## src/rtl/veh_pkg.sv

```systemverilog
// Shared types, codes and helpers for the variable edge histogram.
// No dependencies.
package veh_pkg;

    localparam int MAX_EDGES     = 7;
    localparam int COUNT_WIDTH   = 16;
    localparam int NUM_EDGE_REGS = 7;
    localparam int NUM_BINS      = MAX_EDGES - 1;
    localparam int BIN_AW        = (NUM_BINS > 1) ? $clog2(NUM_BINS) : 1;
    localparam int PADDR_W       = 5;
    localparam int PDATA_W       = 32;

    // Operation codes
    localparam logic [1:0] OP_ADD   = 2'd0;
    localparam logic [1:0] OP_CLEAR = 2'd1;
    localparam logic [1:0] OP_READ  = 2'd2;

    // Status codes
    localparam logic [1:0] STAT_OK      = 2'd0;
    localparam logic [1:0] STAT_BELOW   = 2'd1;
    localparam logic [1:0] STAT_ABOVE   = 2'd2;
    localparam logic [1:0] STAT_BAD_BIN = 2'd3;

    // Register indexes
    localparam logic [2:0] REG_EDGES_IN_USE = 3'd0;
    localparam logic [2:0] REG_EDGE_0       = 3'd1;

    typedef struct packed {
        logic [1:0]         operation;
        logic signed [31:0] sample;
        logic [2:0]         read_bin;
    } t_in;

    typedef struct packed {
        logic [1:0]  status;
        logic [2:0]  bin_index;
        logic [15:0] bin_count;
    } t_out;

    typedef logic [NUM_EDGE_REGS-1:0][31:0] t_edge_arr;

    typedef struct packed {
        logic [2:0] edges_in_use;
        t_edge_arr  edge_val;
    } t_cfg;

    typedef struct packed {
        logic [1:0] add_status;
        logic [2:0] add_bin;
        logic       read_ok;
    } t_lookup;

    // Clamp a counter value to the 16-bit reported count.
    function automatic logic [15:0] report_count(input logic [COUNT_WIDTH-1:0] c);
        logic [COUNT_WIDTH+15:0] w;
        w = {16'd0, c};
        if (w > (COUNT_WIDTH+16)'(16'hFFFF)) begin
            return 16'hFFFF;
        end
        return w[15:0];
    endfunction

endpackage

```

## src/rtl/veh_ram.sv

```systemverilog
// Generic single-write, single-read RAM with registered read data.
// No dependencies.
module veh_ram #(
    parameter int WIDTH = 16,
    parameter int DEPTH = 6
) (
    input  logic                                   i_clk,
    input  logic                                   i_wr_en,
    input  logic [(DEPTH > 1 ? $clog2(DEPTH) : 1)-1:0] i_wr_addr,
    input  logic [WIDTH-1:0]                       i_wr_data,
    input  logic                                   i_rd_en,
    input  logic [(DEPTH > 1 ? $clog2(DEPTH) : 1)-1:0] i_rd_addr,
    output logic [WIDTH-1:0]                       o_rd_data
);

    logic [WIDTH-1:0] r_mem [DEPTH];
    logic [WIDTH-1:0] r_rd_data;

    // Write port
    always_ff @(posedge i_clk) begin
        if (i_wr_en) begin
            r_mem[i_wr_addr] <= i_wr_data;
        end
    end

    // Read port: hold data until the next read
    always_ff @(posedge i_clk) begin
        if (i_rd_en) begin
            r_rd_data <= r_mem[i_rd_addr];
        end
    end

    assign o_rd_data = r_rd_data;

endmodule

```

## src/rtl/veh_regs.sv

```systemverilog
// APB-style configuration registers: edge count and bin edges.
// Depends on veh_pkg.
module veh_regs (
    input  logic                          i_clk,
    input  logic                          i_rst_n,
    input  logic                          psel,
    input  logic                          penable,
    input  logic                          pwrite,
    input  logic [veh_pkg::PADDR_W-1:0]   paddr,
    input  logic [veh_pkg::PDATA_W-1:0]   pwdata,
    output logic [veh_pkg::PDATA_W-1:0]   prdata,
    output logic                          pready,
    output veh_pkg::t_cfg                 o_cfg
);

    logic [2:0]         r_edges_in_use;
    veh_pkg::t_edge_arr r_edge;
    logic               wr_stb;
    logic [2:0]         reg_idx;

    assign pready  = 1'b1;
    assign wr_stb  = psel && penable && pwrite;
    assign reg_idx = paddr[4:2];

    // Register writes
    always_ff @(posedge i_clk) begin
        if (!i_rst_n) begin
            r_edges_in_use <= 3'd2;
            for (int k = 0; k < veh_pkg::NUM_EDGE_REGS; k++) begin
                r_edge[k] <= 32'(k * 65536);
            end
        end else if (wr_stb) begin
            if (reg_idx == veh_pkg::REG_EDGES_IN_USE) begin
                r_edges_in_use <= pwdata[2:0];
            end
            for (int k = 0; k < veh_pkg::NUM_EDGE_REGS; k++) begin
                if (reg_idx == veh_pkg::REG_EDGE_0 + 3'(k)) begin
                    r_edge[k] <= pwdata;
                end
            end
        end
    end

    // Read mux, one compare per register
    always_comb begin
        prdata = '0;
        if (reg_idx == veh_pkg::REG_EDGES_IN_USE) begin
            prdata = {29'd0, r_edges_in_use};
        end
        for (int k = 0; k < veh_pkg::NUM_EDGE_REGS; k++) begin
            if (reg_idx == veh_pkg::REG_EDGE_0 + 3'(k)) begin
                prdata = r_edge[k];
            end
        end
    end

    assign o_cfg.edges_in_use = r_edges_in_use;
    assign o_cfg.edge_val     = r_edge;

endmodule

```

## src/rtl/veh_bin_find.sv

```systemverilog
// Bin lookup: priority scan of the edges for a sample, and read index check.
// Depends on veh_pkg.
module veh_bin_find (
    input  veh_pkg::t_cfg      i_cfg,
    input  logic signed [31:0] i_sample,
    input  logic [2:0]         i_read_bin,
    output veh_pkg::t_lookup   o_lookup
);

    logic [2:0] n_act;
    logic       found;
    logic       top_eq;
    logic [2:0] bin;

    // Clamp the edge count to the supported range
    always_comb begin
        if (i_cfg.edges_in_use < 3'd2) begin
            n_act = 3'd2;
        end else if (i_cfg.edges_in_use > 3'(veh_pkg::MAX_EDGES)) begin
            n_act = 3'(veh_pkg::MAX_EDGES);
        end else begin
            n_act = i_cfg.edges_in_use;
        end
    end

    // First edge above the sample picks the bin; equal to top edge lands in last bin
    always_comb begin
        found  = 1'b0;
        bin    = 3'd0;
        top_eq = 1'b0;
        for (int k = 1; k < veh_pkg::MAX_EDGES; k++) begin
            if (!found && (3'(k) < n_act) &&
                (i_sample < $signed(i_cfg.edge_val[k]))) begin
                found = 1'b1;
                bin   = 3'(k - 1);
            end
            if ((3'(k) == n_act - 3'd1) && (i_sample == $signed(i_cfg.edge_val[k]))) begin
                top_eq = 1'b1;
            end
        end
        if (i_sample < $signed(i_cfg.edge_val[0])) begin
            o_lookup.add_status = veh_pkg::STAT_BELOW;
            o_lookup.add_bin    = 3'd0;
        end else if (found) begin
            o_lookup.add_status = veh_pkg::STAT_OK;
            o_lookup.add_bin    = bin;
        end else if (top_eq) begin
            o_lookup.add_status = veh_pkg::STAT_OK;
            o_lookup.add_bin    = n_act - 3'd2;
        end else begin
            o_lookup.add_status = veh_pkg::STAT_ABOVE;
            o_lookup.add_bin    = 3'd0;
        end
        o_lookup.read_ok = (i_read_bin < n_act - 3'd1);
    end

endmodule

```

## src/rtl/variable_edge_histogram.sv

```systemverilog
// Variable edge histogram: counts signed Q16.16 samples into up to six bins.
// An accepted item waits in the update state for the read-modify-write of the count RAM;
// the output register takes its result once not stalled; only then is a new item taken.
// Reset: synchronous, clears control state and all bin valid bits, so every count
// reads as zero at once; no clearing pass is needed.
module variable_edge_histogram (
    input  logic                        i_clk,
    input  logic                        i_rst_n,
    input  logic                        i_in_valid,
    output logic                        o_in_stall,
    input  veh_pkg::t_in                i_in_data,
    output logic                        o_out_valid,
    input  logic                        i_out_stall,
    output veh_pkg::t_out               o_out_data,
    input  logic                        psel,
    input  logic                        penable,
    input  logic                        pwrite,
    input  logic [veh_pkg::PADDR_W-1:0] paddr,
    input  logic [veh_pkg::PDATA_W-1:0] pwdata,
    output logic [veh_pkg::PDATA_W-1:0] prdata,
    output logic                        pready
);

    localparam logic S_IDLE = 1'b0;
    localparam logic S_UPD  = 1'b1;

    veh_pkg::t_cfg    cfg;
    veh_pkg::t_lookup lookup;

    logic r_state, n_state;
    logic r_out_valid, n_out_valid;
    logic [veh_pkg::NUM_BINS-1:0] r_valid, n_valid;
    veh_pkg::t_out r_out;

    logic [1:0] r_op;
    logic [1:0] r_status;
    logic [2:0] r_bin;

    logic accept, load;
    logic add_ok, read_ok;
    logic rd_en, wr_en;
    logic [veh_pkg::BIN_AW-1:0] rd_addr;
    logic [veh_pkg::COUNT_WIDTH-1:0] rd_data, base, incr;
    veh_pkg::t_out result;

    veh_regs u_regs (
        .i_clk   (i_clk),
        .i_rst_n (i_rst_n),
        .psel    (psel),
        .penable (penable),
        .pwrite  (pwrite),
        .paddr   (paddr),
        .pwdata  (pwdata),
        .prdata  (prdata),
        .pready  (pready),
        .o_cfg   (cfg)
    );

    veh_bin_find u_find (
        .i_cfg      (cfg),
        .i_sample   (i_in_data.sample),
        .i_read_bin (i_in_data.read_bin),
        .o_lookup   (lookup)
    );

    veh_ram #(
        .WIDTH (veh_pkg::COUNT_WIDTH),
        .DEPTH (veh_pkg::NUM_BINS)
    ) u_ram (
        .i_clk     (i_clk),
        .i_wr_en   (wr_en),
        .i_wr_addr (r_bin[veh_pkg::BIN_AW-1:0]),
        .i_wr_data (incr),
        .i_rd_en   (rd_en),
        .i_rd_addr (rd_addr),
        .o_rd_data (rd_data)
    );

    // Input side: one item in flight
    assign o_in_stall = (r_state != S_IDLE);
    assign accept     = i_in_valid && (r_state == S_IDLE);
    assign add_ok     = (i_in_data.operation == veh_pkg::OP_ADD) &&
                        (lookup.add_status == veh_pkg::STAT_OK);
    assign read_ok    = (i_in_data.operation == veh_pkg::OP_READ) && lookup.read_ok;
    assign rd_en      = accept && (add_ok || read_ok);
    assign rd_addr    = read_ok ? i_in_data.read_bin[veh_pkg::BIN_AW-1:0]
                                : lookup.add_bin[veh_pkg::BIN_AW-1:0];

    // Capture the decoded item
    always_ff @(posedge i_clk) begin
        if (accept) begin
            r_op <= i_in_data.operation;
            if (i_in_data.operation == veh_pkg::OP_ADD) begin
                r_status <= lookup.add_status;
                r_bin    <= lookup.add_bin;
            end else if (i_in_data.operation == veh_pkg::OP_READ && !lookup.read_ok) begin
                r_status <= veh_pkg::STAT_BAD_BIN;
                r_bin    <= 3'd0;
            end else if (read_ok) begin
                r_status <= veh_pkg::STAT_OK;
                r_bin    <= i_in_data.read_bin;
            end else begin
                r_status <= veh_pkg::STAT_OK;
                r_bin    <= 3'd0;
            end
        end
    end

    // Modify: a count never written since clear reads as zero
    assign base = r_valid[r_bin[veh_pkg::BIN_AW-1:0]] ? rd_data : '0;
    assign incr = (&base) ? base : base + veh_pkg::COUNT_WIDTH'(1);
    assign load = (r_state == S_UPD) && (!r_out_valid || !i_out_stall);
    assign wr_en = load && (r_op == veh_pkg::OP_ADD) && (r_status == veh_pkg::STAT_OK);

    // Build the result
    always_comb begin
        result.status    = r_status;
        result.bin_index = r_bin;
        result.bin_count = 16'd0;
        if (r_status == veh_pkg::STAT_OK) begin
            if (r_op == veh_pkg::OP_ADD) begin
                result.bin_count = veh_pkg::report_count(incr);
            end else if (r_op == veh_pkg::OP_READ) begin
                result.bin_count = veh_pkg::report_count(base);
            end
        end
    end

    // Next-state logic
    always_comb begin
        n_state     = r_state;
        n_valid     = r_valid;
        n_out_valid = r_out_valid && i_out_stall;
        unique case (r_state)
            S_IDLE: begin
                if (accept) begin
                    n_state = S_UPD;
                end
            end
            S_UPD: begin
                if (load) begin
                    n_state     = S_IDLE;
                    n_out_valid = 1'b1;
                    if (r_op == veh_pkg::OP_CLEAR) begin
                        n_valid = '0;
                    end else if (wr_en) begin
                        n_valid[r_bin[veh_pkg::BIN_AW-1:0]] = 1'b1;
                    end
                end
            end
            default: n_state = S_IDLE;
        endcase
    end

    // Control registers
    always_ff @(posedge i_clk) begin
        if (!i_rst_n) begin
            r_state     <= S_IDLE;
            r_valid     <= '0;
            r_out_valid <= 1'b0;
        end else begin
            r_state     <= n_state;
            r_valid     <= n_valid;
            r_out_valid <= n_out_valid;
        end
    end

    // Output register: hold while stalled
    always_ff @(posedge i_clk) begin
        if (load) begin
            r_out <= result;
        end
    end

    assign o_out_valid = r_out_valid;
    assign o_out_data  = r_out;

endmodule

```

## config.mk

```make
export PLATFORM = sky130hd
export DESIGN_NAME = variable_edge_histogram
export DESIGN_NICKNAME = d
export VERILOG_FILES = /design/src/rtl/veh_pkg.sv /design/src/rtl/veh_ram.sv /design/src/rtl/veh_regs.sv /design/src/rtl/veh_bin_find.sv /design/src/rtl/variable_edge_histogram.sv
export SDC_FILE = /design/constraint.sdc
export NUM_CORES = 1
export LEC_CHECK = 0
export BUFFER_PORTS_ARGS = -buffer_cell sky130_fd_sc_hd__buf_2
export CORE_MARGIN = 4
export CORE_UTILIZATION = 67
export CTS_CLUSTER_DIAMETER = 100
export DETAILED_ROUTE_END_ITERATION = 8
export GPL_TIMING_DRIVEN = 0
export PLACE_DENSITY = 0.86
export SLEW_MARGIN = 20
export SYNTH_ARGS = -nofsm -noshare
export SYNTH_HDL_FRONTEND = slang
export SYNTH_HIERARCHICAL = 1
export SYNTH_SLANG_ARGS = --single-unit
export TNS_END_PERCENT = 10
```

## constraint.sdc

```tcl
create_clock -name i_clk -period 8.4 [get_ports i_clk]
set_clock_uncertainty 0.2 [all_clocks]
set_input_delay 1.68 -clock i_clk [delete_from_list [all_inputs] [get_ports i_clk]]
set_output_delay 1.68 -clock i_clk [all_outputs]
set_load 0.005 [all_outputs]
```

After elaboration in Yosys (flattened, before gate mapping)
Memory sizes are Yosys's and may differ from the RTL's. A register that Yosys moved wholly into a read port is not among the register bits.
Cells that the tools add are included.
W data, S select, Z words.
Cells by class
  mux-type cells: 53
  shift-type cells: 0
  multiply operators: 0
  reduce and logical (&&, ||, !) cells: 55
  $lt $le $gt $ge: 18
  eq/ne operators: 22
  bitwise logic cells: 2
  divide/modulo/power cells: 0
  add/subtract/negate cells: 3
Operators with widths (number)
  $lt A32 B32 Y1: 7
  $mux W32: 7
  $eq A32 B32 Y1: 6
  $mux W16: 4
  $logic_and A1 B1 Y1: 29
  $mux W3: 9
  $mux W1: 21
  $add A16 B1 Y16 const B: 1
  $reduce_and A16 Y1: 1
  $reduce_and A2 Y1: 8
  $mux W5: 3
  $eq A3 B3 Y1 const B: 4
  $mux W6: 2
  $eq A3 B3 Y1 const A: 3
  $lt A3 B3 Y1 const A: 3
  $logic_not A1 Y1: 8
  $logic_not A2 Y1: 4
  $mux W2: 4
  $eq A2 B3 Y1 const A: 2
  $eq A3 B2 Y1 const B: 2
  $lt A2 B3 Y1 const A: 2
  $or A6 B6 Y6: 1
  $eq A2 B2 Y1 const B: 2
  $lt A3 B4 Y1 const B: 1
  other kinds (18): 19
Storage, ports and cells
  flip-flop bits (word level): 263
  input port bits: 81
  output and inout port bits: 56
  bits in writable memories: 96
  ROM bits: 0
  word-level logic and storage cells: 171
  memories: 1
  bits in latches: 0
Memory list
  u_ram.r_mem: words 6, width 16, read ports 1, clocked after memory_dff 1, wr ports 1, line veh_ram.sv:16  | logic [WIDTH-1:0] r_mem [DEPTH];

Longest topological paths before layout
  word-level depth: 32
  mapped depth: 17
  mapped depth without buffers: 14

Modules after synthesis
Netlist, hierarchy kept.
Modules (own cells, without submodules)
  veh_regs: area an instance 10311.1 sq um, times used 1, seq. area each 4544.4 sq um, cells an instance 1309
  veh_bin_find: area an instance 6092.1 sq um, times used 1, seq. area each 0.0 sq um, cells an instance 856
  veh_ram: area an instance 4247.8 sq um, times used 1, seq. area each 3363.2 sq um, cells an instance 215
  variable_edge_histogram: area an instance 2297.2 sq um, times used 1, seq. area each 1001.0 sq um, cells an instance 241

Worst setup path after synthesis
Ideal clock, no wire load.
  path kind: input-to-reg
  start: in i_in_data[10] (netlist name)
  end: reg u_ram.r_rd_data[0], in the netlist u_ram/o_rd_data[0], read port of u_ram.r_mem, enable pin
  arrival: 5202 ps
  data required time: 7787 ps
  slack: 2585 ps
  stages on the path: 11
  library setup time: 413 ps
  buffers on the path: 0
  path through: ha_1 > a211oi_2 > nand2_1 > o311a_1 > o31a_1 > or4_4 > and3_4 > and4b_1 > nor3_1 > a21oi_1 > nor3b_1
RTL lines
  start, declared: line variable_edge_histogram.sv:11  | input veh_pkg::t_in i_in_data,
  end, declared: line veh_ram.sv:17  | logic [WIDTH-1:0] r_rd_data;

==> metrics <==
synthesized area=0.0229 mm²; Initial DRT Pass Iterations=6; Port Buffers=128; post-DP HPWL=60,900 µm; cell leakage power=9.48 nW; endpoints failing setup=0; All-Layer GR Usage=44.3%; Reg clk slew, reported paths=about 60 ps; Max-cap violations=0; core region area=0.0337 mm²; Post-CTS Setup Bufs=0; register area=0.00891 mm²; Post-Place Cells=3,207; final core occ=between 70% and 80%; RePlAce Congestion=around 1.0; kind of critical path=primary input to flop; Yosys warnings=6; synth-to-layout area growth=12.1%; Die X=193 µm; Hold Crit Class=flop to flop; hold buffer count at cts=0; Root Driver=clkbuf_16; met3 GRT Util=15.8%; WHS=272 ps; area of the multi-input gates=roughly 0.012 mm²; design area=0.0257 mm²; Via density=approximately 6.6; Crit Path Max Fanout=10; worst-margin pin slew=1180 ps; Net Count, Synth=2,936; pwr/cell area=170 mW/mm²; Critical Path RT=around 8500 ps; CTS tree=done; Syn Inst Count=2,621; status=complete, no violations; initial antenna violation count=4; period utilisation layout=79.8%; Die H=193 µm; non-filler instance count after layout=3,283; grt ovf=0; CTS Buffer Depth=3; Worst VDD drop=154 µV; Hold Vio Cnt, Final=0; Skew-Pair Late Insertion Delay=580 ps; Clock Sinks=375; Synth area leader=dfxtp_1; routed wire length=84,500 µm; share of post-route cells with drive strength above 1=12.1%; synth top area cells=dfxtp_1, edfxtp_1, ha_1; CP Capture Type=flop; grt met1 use=~57%; critical path arrival=6770 ps; IO Pins=137; row count=67; via count=21,700; RSZ-0062 raised after global routing=no; fill cell count=2,444; number of global-route vias before repair=about 21,000; dpl cell area=between 0.02 and 0.025 mm²; Tmin final=6700 ps; most frequent cells in the layout=nand2_1, inv_1, dfxtp_1, ha_1, buf_2; wire per inst=25.7 µm; Top FF cell, synth=dfxtp_1; Final ANT Viol Nets=0; flip-flop and latch count after synthesis=approximately 380; ys async rst share=0%; largest net degree at the start of global routing=18; initial core utilization=68.1%; Num CTS Buffers=41; H-tree depth=2; most crowded layer after global routing=met2; post-synthesis sequential area ratio=38.8%; Max-slew headroom=21.6%; # resized after CTS=0; die area=0.0373 mm²; final setup TNS=0 ps; Fmax=0.149 GHz; drt drc=0; startpoint types=primary input; Final Max Slew Viols=0; # nets final=3,117; met2 Track Usage GR=roughly two thirds; Post-synth EDFFs=140; Synth top area share=20.5%; DRT iter0 DRCs=between 2,000 and 3,000; Avg Cell Area, Syn=8.76 µm²; commonest non-fill, non-tap cell in the layout=nand2_1; first-pass GRT wire length=123,000 µm; Distinct cells, synth=89
## layer usage
metal | share of wire [%] | vias to the layer above
li1 | - | 9561
met1 | 37 | 10100
met2 | 41 | 1613
met3 | 15 | 409
met4 | 7.0 | 6
met5 | 0.16 | -
## Yosys cell counts (27+ instances only)
cell	number
o22ai_1	31
nand3_1	41
a21oi_1	140
nor2_1	106
a21o_1	27
buf_2	50
nand4_1	42
a21boi_1	69
o21ai_0	45
a21boi_0	151
ha_1	234
clkbuf_1	72
mux2i_1	62
edfxtp_1	140
dfxtp_1	235
inv_1	245
nand2_1	517
a211oi_1	56
## flip-flops by register name (all words and copies together), names as in the netlist
name and flops:
r_bin 3, u_ram/r_mem 96, u_ram/o_rd_data 16, o_out_data 21, r_valid 6, r_op 2
o_out_valid 1, o_in_stall 1, u_regs/r_edges_in_use 3, u_regs/o_cfg 224, r_status 2
## final timing paths
check                   startpoint                 end  slack (ps)  cells after the start
hold / removal    u_regs/o_cfg[49]    u_regs/o_cfg[49]         270                      2
hold reg to reg   u_regs/o_cfg[49]    u_regs/o_cfg[49]         270                      2
setup reg to reg  u_regs/o_cfg[92]  u_ram/o_rd_data[8]        2570                     14
setup / recovery     i_in_data[34]  u_ram/o_rd_data[8]        1700                     14
## stage by stage
stage | power (mW) | worst slack, ps
floorplan | 2.24 | 2590
finish | 4.38 | 1700
CTS | 4.34 | 2100
detailed placement | 2.45 | 1540
global placement | 2.43 | 901
global route | 4.48 | 1970
## final cells by class
cell class / count / share of cell area, %
Inverter: 247 / 3.60
Clock buffer: 50 / 4.36
Antenna cell: 1 / 0.00973
Clock inverter: 25 / 1.19
Timing Repair Buffer: 138 / 2.88
Multi-Input combinational cell: 1858 / 48.5
Sequential cell: 375 / 34.6
Tap cell: 448 / 2.18
Buffer: 141 / 2.70
## power by group
part / switching, mW / internal (mW)
clock: 0.794 / 1.14
sequential: 0.0183 / 1.90
combinational: 0.340 / 0.182
total: 1.15 / 3.22
## logic make-up after synthesis
kind of cell	synth area share, %
AOI/OAI and AO/OA	19.9
xor gates and xnor gates	0.496
adders and majority gates	12.8
buffers and inverters	7.07
DFF	38.8
muxes	3.79
other	0.0163
and+or+nand+nor	17.1
## worst max-delay path: stages
cell	delay, ps
buf_2	160
ha_1	400
nand2_1	70
nor3_1	670
nand4_1	590
a311oi_1	730
nor3_1	150
mux2i_1	250
nand3_1	150
nor3b_1	650
mux2_2	280
buf_4	170
clkbuf_1	540
a21oi_1	240
Note: power is estimated with default switching activity, not from simulation.
